$ cat src/mexp_pkg.sv
package mexp_pkg;

    localparam int DATA_W        = 32;
    localparam int WIDTH_DEFAULT = 32;

    typedef enum logic [2:0] {
        S_IDLE,
        S_CHECK,
        S_RED,
        S_RED_DONE,
        S_MSTART,
        S_MUL,
        S_MDONE,
        S_FINISH
    } t_state;

    typedef struct packed {
        logic load;
        logic start;
        logic step;
        logic reduce;
        logic commit_red;
        logic commit_bit;
        logic finish;
    } t_dp_cmd;

    typedef struct packed {
        logic m_zero;
        logic e_zero;
        logic cnt_last;
    } t_dp_sts;

endpackage

$ cat src/mexp_mulmod.sv
module mexp_mulmod
    import mexp_pkg::*;
#(
    parameter int WIDTH = WIDTH_DEFAULT
) (
    input  logic             i_clk,
    input  logic             i_start,
    input  logic             i_step,
    input  logic [WIDTH-1:0] i_x,
    input  logic [WIDTH-1:0] i_y,
    input  logic [WIDTH-1:0] i_m,
    output logic [WIDTH-1:0] o_acc
);

    logic [WIDTH-1:0] r_acc;
    logic [WIDTH-1:0] n_acc;
    logic [WIDTH-1:0] r_y;
    logic [WIDTH-1:0] n_y;
    logic [WIDTH-1:0] dbl;

    // (a + b) mod m for a, b < m
    function automatic logic [WIDTH-1:0] add_mod(
        input logic [WIDTH-1:0] a,
        input logic [WIDTH-1:0] b,
        input logic [WIDTH-1:0] m
    );
        logic [WIDTH-1:0] gap;
        gap = m - b;
        if (a >= gap) begin
            return a - gap;
        end
        return a + b;
    endfunction

    always_comb begin
        dbl   = add_mod(r_acc, r_acc, i_m);
        n_acc = r_acc;
        n_y   = r_y;
        if (i_start) begin
            n_acc = '0;
            n_y   = i_y;
        end else if (i_step) begin
            n_acc = r_y[WIDTH-1] ? add_mod(dbl, i_x, i_m) : dbl;
            n_y   = {r_y[WIDTH-2:0], 1'b0};
        end
    end

    always_ff @(posedge i_clk) begin
        r_acc <= n_acc;
        r_y   <= n_y;
    end

    assign o_acc = r_acc;

endmodule

$ cat src/mexp_datapath.sv
module mexp_datapath
    import mexp_pkg::*;
#(
    parameter int WIDTH = WIDTH_DEFAULT
) (
    input  logic              i_clk,
    input  logic              i_rst_n,
    input  t_dp_cmd           i_cmd,
    input  logic [DATA_W-1:0] i_base,
    input  logic [DATA_W-1:0] i_exponent,
    input  logic [DATA_W-1:0] i_modulus,
    output t_dp_sts           o_sts,
    output logic [DATA_W-1:0] o_result,
    output logic              o_zero_modulus_error
);

    localparam int IN_W  = (WIDTH < DATA_W) ? WIDTH : DATA_W;
    localparam int CNT_W = $clog2(WIDTH);

    logic [WIDTH-1:0]  b_in;
    logic [WIDTH-1:0]  e_in;
    logic [WIDTH-1:0]  m_in;
    logic [WIDTH-1:0]  r_m;
    logic [WIDTH-1:0]  r_e;
    logic [WIDTH-1:0]  r_value;
    logic [WIDTH-1:0]  r_sq;
    logic [CNT_W-1:0]  r_cnt;
    logic [DATA_W-1:0] r_result;
    logic              r_err;
    logic [WIDTH-1:0]  acc_a;
    logic [WIDTH-1:0]  acc_b;
    logic [WIDTH-1:0]  x_b;

    assign b_in = WIDTH'(i_base[IN_W-1:0]);
    assign e_in = WIDTH'(i_exponent[IN_W-1:0]);
    assign m_in = WIDTH'(i_modulus[IN_W-1:0]);

    assign x_b = i_cmd.reduce ? r_value : r_sq;

    mexp_mulmod #(.WIDTH(WIDTH)) u_mul_value (
        .i_clk   (i_clk),
        .i_start (i_cmd.start),
        .i_step  (i_cmd.step),
        .i_x     (r_value),
        .i_y     (r_sq),
        .i_m     (r_m),
        .o_acc   (acc_a)
    );

    mexp_mulmod #(.WIDTH(WIDTH)) u_mul_square (
        .i_clk   (i_clk),
        .i_start (i_cmd.start),
        .i_step  (i_cmd.step),
        .i_x     (x_b),
        .i_y     (r_sq),
        .i_m     (r_m),
        .o_acc   (acc_b)
    );

    always_ff @(posedge i_clk) begin
        if (i_cmd.load) begin
            r_m     <= m_in;
            r_e     <= e_in;
            r_sq    <= b_in;
            r_value <= (e_in != '0 && m_in == WIDTH'(1)) ? '0 : WIDTH'(1);
        end
        if (i_cmd.commit_red) begin
            r_sq <= acc_b;
        end
        if (i_cmd.commit_bit) begin
            if (r_e[0]) begin
                r_value <= acc_a;
            end
            r_sq <= acc_b;
            r_e  <= r_e >> 1;
        end
        if (i_cmd.start) begin
            r_cnt <= CNT_W'(WIDTH - 1);
        end else if (i_cmd.step) begin
            r_cnt <= r_cnt - 1'b1;
        end
        if (i_cmd.finish) begin
            r_err    <= (r_m == '0);
            r_result <= (r_m == '0) ? '0 : DATA_W'(r_value);
        end
    end

    assign o_sts.m_zero       = (r_m == '0);
    assign o_sts.e_zero       = (r_e == '0);
    assign o_sts.cnt_last     = (r_cnt == '0);
    assign o_result             = r_result;
    assign o_zero_modulus_error = r_err;

    a_value_reduced: assert property (@(posedge i_clk) disable iff (!i_rst_n)
        i_cmd.commit_bit |=> (r_value < r_m))
        else $error("running value not reduced after exponent bit");

    a_square_reduced: assert property (@(posedge i_clk) disable iff (!i_rst_n)
        (i_cmd.commit_red || i_cmd.commit_bit) |=> (r_sq < r_m))
        else $error("square not reduced");

endmodule

$ cat src/mexp_ctrl.sv
module mexp_ctrl
    import mexp_pkg::*;
(
    input  logic    i_clk,
    input  logic    i_rst_n,
    input  logic    i_in_valid,
    output logic    o_in_ready,
    output logic    o_out_valid,
    input  logic    i_out_ready,
    input  t_dp_sts i_sts,
    output t_dp_cmd o_cmd
);

    t_state r_state;
    t_state n_state;
    logic   r_out_valid;
    logic   n_out_valid;

    always_ff @(posedge i_clk) begin
        if (!i_rst_n) begin
            r_state     <= S_IDLE;
            r_out_valid <= 1'b0;
        end else begin
            r_state     <= n_state;
            r_out_valid <= n_out_valid;
        end
    end

    always_comb begin
        n_state     = r_state;
        o_cmd       = '0;
        o_in_ready  = 1'b0;
        n_out_valid = r_out_valid && !i_out_ready;
        unique case (r_state)
            S_IDLE: begin
                o_in_ready = 1'b1;
                if (i_in_valid) begin
                    o_cmd.load = 1'b1;
                    n_state    = S_CHECK;
                end
            end
            S_CHECK: begin
                if (i_sts.m_zero || i_sts.e_zero) begin
                    n_state = S_FINISH;
                end else begin
                    o_cmd.start  = 1'b1;
                    o_cmd.reduce = 1'b1;
                    n_state      = S_RED;
                end
            end
            S_RED: begin
                o_cmd.step   = 1'b1;
                o_cmd.reduce = 1'b1;
                if (i_sts.cnt_last) begin
                    n_state = S_RED_DONE;
                end
            end
            S_RED_DONE: begin
                o_cmd.commit_red = 1'b1;
                n_state          = S_MSTART;
            end
            S_MSTART: begin
                if (i_sts.e_zero) begin
                    n_state = S_FINISH;
                end else begin
                    o_cmd.start = 1'b1;
                    n_state     = S_MUL;
                end
            end
            S_MUL: begin
                o_cmd.step = 1'b1;
                if (i_sts.cnt_last) begin
                    n_state = S_MDONE;
                end
            end
            S_MDONE: begin
                o_cmd.commit_bit = 1'b1;
                n_state          = S_MSTART;
            end
            S_FINISH: begin
                if (!r_out_valid || i_out_ready) begin
                    o_cmd.finish = 1'b1;
                    n_out_valid  = 1'b1;
                    n_state      = S_IDLE;
                end
            end
            default: begin
                n_state = S_IDLE;
            end
        endcase
    end

    assign o_out_valid = r_out_valid;

    a_load_then_check: assert property (@(posedge i_clk) disable iff (!i_rst_n)
        (i_in_valid && o_in_ready) |=> (r_state == S_CHECK))
        else $error("accepted beat did not start a job");

    a_result_from_finish: assert property (@(posedge i_clk) disable iff (!i_rst_n)
        $rose(r_out_valid) |-> $past(r_state == S_FINISH))
        else $error("result raised outside finish");

endmodule

$ cat src/modular_exponentiation.sv
// Channel | Direction | Handshake                  | Payload
// input   | in        | i_in_valid / o_in_ready    | i_base, i_exponent, i_modulus
// output  | out       | o_out_valid / i_out_ready  | o_result, o_zero_modulus_error
//
// One beat is loaded and checked, the base is reduced by a pass of the bit-serial modular
// multipliers, and then further passes handle the exponent one bit at a time, up to its top
// set bit. Zero modulus or zero exponent goes straight from the check to the finish state.
// Reset is synchronous, active low, and clears the controller and output valid.
// A finished result waits in the output register while the next input beat is taken.
module modular_exponentiation
    import mexp_pkg::*;
#(
    parameter int WIDTH = WIDTH_DEFAULT
) (
    input  logic              i_clk,
    input  logic              i_rst_n,
    input  logic              i_in_valid,
    output logic              o_in_ready,
    input  logic [DATA_W-1:0] i_base,
    input  logic [DATA_W-1:0] i_exponent,
    input  logic [DATA_W-1:0] i_modulus,
    output logic              o_out_valid,
    input  logic              i_out_ready,
    output logic [DATA_W-1:0] o_result,
    output logic              o_zero_modulus_error
);

    t_dp_cmd cmd;
    t_dp_sts sts;

    mexp_ctrl u_ctrl (
        .i_clk       (i_clk),
        .i_rst_n     (i_rst_n),
        .i_in_valid  (i_in_valid),
        .o_in_ready  (o_in_ready),
        .o_out_valid (o_out_valid),
        .i_out_ready (i_out_ready),
        .i_sts       (sts),
        .o_cmd       (cmd)
    );

    mexp_datapath #(.WIDTH(WIDTH)) u_datapath (
        .i_clk                (i_clk),
        .i_rst_n              (i_rst_n),
        .i_cmd                (cmd),
        .i_base               (i_base),
        .i_exponent           (i_exponent),
        .i_modulus            (i_modulus),
        .o_sts                (sts),
        .o_result             (o_result),
        .o_zero_modulus_error (o_zero_modulus_error)
    );

endmodule

$ cat config.mk
export PLATFORM = sky130hd
export DESIGN_NAME = modular_exponentiation
export DESIGN_NICKNAME = d
export VERILOG_FILES = /design/src/mexp_pkg.sv /design/src/mexp_mulmod.sv /design/src/mexp_datapath.sv /design/src/mexp_ctrl.sv /design/src/modular_exponentiation.sv
export SDC_FILE = /design/constraint.sdc
export NUM_CORES = 1
export LEC_CHECK = 0
export BUFFER_PORTS_ARGS = -buffer_cell sky130_fd_sc_hd__buf_2
export CAP_MARGIN = 40
export CELL_PAD_IN_SITES_DETAIL_PLACEMENT = 1
export CELL_PAD_IN_SITES_GLOBAL_PLACEMENT = 2
export CORE_MARGIN = 1
export CORE_UTILIZATION = 38
export DETAILED_ROUTE_END_ITERATION = 8
export PLACE_DENSITY = 0.92
export SLEW_MARGIN = 30
export SYNTH_ARGS = -nofsm -noshare
export SYNTH_HDL_FRONTEND = slang
export SYNTH_SLANG_ARGS = --single-unit
$ cat constraint.sdc
create_clock -name i_clk -period 11.8 [get_ports i_clk]
set_clock_uncertainty 0.1 [all_clocks]
set_input_delay 1.77 -clock i_clk [delete_from_list [all_inputs] [get_ports i_clk]]
set_output_delay 1.77 -clock i_clk [all_outputs]
set_load 0.02 [all_outputs]
==> flow_summary_export.csv <==
group,metric,value,unit
timing,timing.final.crit_period,11.07,ns
synthesis,syn-num-nets,3904,
global_routing,grt_usage,0.2770,
setup_path,cp.arrival,11.42,ns
floorplanning,die-area,73260,µm²
timing,whs,0.3931,ns
finish,fin_area,30530,µm²
global_routing,grt_util_met1,0.3737,
floorplanning,rows,98,
finish,syn2layout_area_growth,11.30,%
setup_path,crit_type,"flip-flop to flip-flop",
finish,final_cell_mix,"429 x nand2_1, 315 x a21oi_1, 302 x ha_1",
job,maxCapViolations,0,
synthesis,synthDistinctLibCells,95,
setup_path,crit_required,12.16,ns
synthesis,synthAdderAreaFrac,0.1473,
routing,drcViolationCount,0,
run_status,status,"completed",
floorplanning,core_area,71490,µm²
synthesis,yosys.area_share.simple,0.1949,
setup_path,crit_top_cell,"a21oi_1",
setup_path,crit_slowest_cell,"a311oi_1",
floorplanning,start_util,0.3837,
clock_network,clock_path_buffers,3,
timing,setup_violations,0,
synthesis,synth_top_family_by_area,"compound AO/OA/AOI/OAI gates",
setup_path,cp.buffers_inverters,2,
finish,final_common_cell,"nand2_1",
global_routing,grt-ovfl-total,0,
placed_design,dp_hpwl,82.40,mm
setup_path,rrSetupSlack,0.73,ns
global_routing,grt_pass1_wl,158.5,mm
routing,first_pass_iters,6,
routing,vias_per_cell,5.918,
global_routing,grt_max_degree,64,
global_routing,use_met3,0.02769,
floorplanning,die_h,270.7,µm
timing,period_share,0.9377,
global_routing,antenna_found_initial,2,
synthesis,ys_ff_latch,266,
floorplanning,die_w,270.7,µm
setup_path,path_delay_family,"compound AO/OA/AOI/OAI gates",
synthesis,yosysTopAreaCellShare,0.1752,
routing,drt_iter0_markers,1888,
timing,max_slew_margin,0.4153,
clock_network,clkSinkCount,266,
synthesis,yosys-top-cells-area,"edfxtp_1 18%, ha_1 14%, dfxtp_1 7.7%, nand2_1 5.9%, a21oi_1 5.8%",
finish,final_core_util,0.4270,
global_routing,globalRouteMet2Util,0.4611,
timing,finalMaxSlewViolations,0,
setup_path,r2r_cells,42,
global_routing,grt_pass1_vias,27360,
finish,drive_gt1_frac,0.08703,
synthesis,synth-compound-area-share,0.2516,
clock_network,htree_levels,2,
synthesis,synth_edf_count,160,
timing,final.setup.tns,0,ns
timing,max_freq,90.37,MHz
synthesis,synthFlopType,"edfxtp_1",
placed_design,placed_area,29340,µm²
routing,wl,103.5,mm
timing,rsz0062_at_grt,"no",
clock_network,hold_buffers,0,
clock_network,cts_buffers,35,
clock_network,clk_pin_slew_worst_paths,0.06,ns
synthesis,yosysSeqAreaShare,0.2525,
routing,vias,27110,
setup_path,crit_path_max_incr_delay,0.58,ns
timing,worst_slew_pin_slew,0.8708,ns
timing,hold_viol_final,0,
floorplanning,io_pins,135,
clock_network,cts_tree,"yes",
setup_path,start_kind,"flip-flop",
setup_path,cp-startpoint,"u_datapath.r_m[0]$_DFFE_PP_",
routing,ant_nets,0,
setup_path,worstSetupEndpointType,"flip-flop",
clock_network,clk_latency,0.58,ns
synthesis,yosys.area.top_type,"edfxtp_1",
placed_design,port_buffers,134,
finish,layout.nets,4015,
synthesis,async_reset_ff_frac,0,
setup_path,reg2reg_to,"u_datapath.u_mul_value.o_acc[27]$_SDFFE_PP0P_",
setup_path,path_max_fanout,9,
synthesis,syn_inst,3494,
setup_path,cp.depth,42,
synthesis,synth_xor_area_frac,0.08494,
synthesis,syn_avg_cell_area,7.850,µm²
synthesis,synth.mux.area_fraction,0.02108,
routing,wl_per_cell,22.58,µm
placed_design,place_congestion,0.9650,
setup_path,cp-endpoint,"u_datapath.u_mul_value.o_acc[27]$_SDFFE_PP0P_",
setup_path,timing.rr.start,"u_datapath.r_m[0]$_DFFE_PP_",
min_path,hp-class,"flip-flop to flip-flop",
clock_network,cts-root-buf,"clkbuf_16",
synthesis,synth.cell_area,27430,µm²
synthesis,ys.warnings.count,0,
global_routing,grt-busiest-layer,"met2",
==> sequential cells by signal (all words and copies together) (netlist names) <==
| register | cells |
|---|---|
| u_datapath.u_mul_value.r_y | 31 |
| u_datapath.u_mul_value.o_acc | 32 |
| u_datapath.r_m | 32 |
| u_ctrl.o_out_valid | 1 |
| u_datapath.r_sq | 32 |
| u_ctrl.r_state | 3 |
| u_datapath.u_mul_square.o_acc | 32 |
| u_datapath.o_result | 32 |
| u_datapath.r_e | 32 |
| u_datapath.r_cnt | 5 |
| u_datapath.u_mul_square.r_y | 1 |
| u_datapath.o_zero_modulus_error | 1 |
| u_datapath.r_value | 32 |
==> logic make-up (layout without fill, tap and decap cells) <==
kind of cell / count (synthesis) / after routing
simple gates: 1149 / 1149
compound gates: 1092 / 1092
buf+inv: 345 / 482
fa+ha+maj: 320 / 320
xor+xnor: 266 / 266
flops: 266 / 266
mux: 56 / 56
other cells: 0 / 1
==> metal layers <==
layer / part of all wire / vias to the layer above
met5: 0 / -
met4: 0.033 / 0
met3: 0.052 / 157
met2: 0.46 / 700
met1: 0.46 / 13320
li1: - / 12940
==> worst register-to-register path, delay by kind of cell (launching register included) <==
family	cells	cell delay, ns
AOI/OAI and AO/OA	25	6.25
and+or+nand+nor	9	2.36
adders and majority gates	4	1.22
DFF	1	0.45
buffers and inverters	2	0.28
muxes	1	0.24
xor gates and xnor gates	1	0.08
==> worst min path at each step <==
stage	from	endpoint	slack, ns	cells after the start
CTS	u_datapath.r_e[31]$_SDFFE_PP0P_	u_datapath.r_e[31]$_SDFFE_PP0P_	0.40	2
global placement	u_datapath.r_cnt[4]$_SDFFE_PP1P_	u_datapath.r_cnt[4]$_SDFFE_PP1P_	0.37	2
global route	u_datapath.r_e[31]$_SDFFE_PP0P_	u_datapath.r_e[31]$_SDFFE_PP0P_	0.41	2
detailed placement	u_datapath.r_e[31]$_SDFFE_PP0P_	u_datapath.r_e[31]$_SDFFE_PP0P_	0.39	2
finish	u_datapath.r_e[31]$_SDFFE_PP0P_	u_datapath.r_e[31]$_SDFFE_PP0P_	0.39	2
floorplan	u_datapath.r_e[31]$_SDFFE_PP0P_	u_datapath.r_e[31]$_SDFFE_PP0P_	0.35	2
==> Yosys cell counts, drive strengths merged, types with 12 or more instances <==
master and number:
a21oi 319, clkbuf 85, nand3 108, dfxtp 106, nor4 41, inv 245
nor2 255, a21o 105, nand4 28, and2 19, nor2b 41, xor2 115
o21ai 289, a31oi 34, or2 28, nor3 65, nand2b 42, mux2i 45
o21a 39, o21bai 29, a211o 15, a22oi 12, o22ai 24, a21boi 18
ha 302, a211oi 36, edfxtp 160, nand2 431, xnor2 151, or3 29
o211ai 39, buf 14, and3 27, o31ai 25
==> what timing repair did <==
action | in CTS | in global routing
setup endpoints to repair | 0 | 1
gates resized for setup | 0 | 2
setup buffers | 0 | 1
==> per-stage QoR <==
stage	std cells	worst slack (ns)
5_1_grt	4581	0.03139
3_3_place_gp	4514	0.9316
3_5_place_dp	4517	0.7505
4_1_cts	4580	0.6871
6_report	4582	0.7349
2_1_floorplan	3494	2.463
==> area by class of cell <==
type                            instances  area [µm²]
Fill cell                            8762       40960
Sequential cell                       266        6927
Multi-Input combinational cell       2883       19300
Antenna cell                            1       2.502
Clock buffer                           47       963.4
Clock inverter                         16       207.7
Tap cell                              950        1189
Timing Repair Buffer                  173        1011
Inverter                              246       923.4
Power is not shown: default switching activity piles up to over one toggle a cycle in this logic, so the estimate is an artifact.
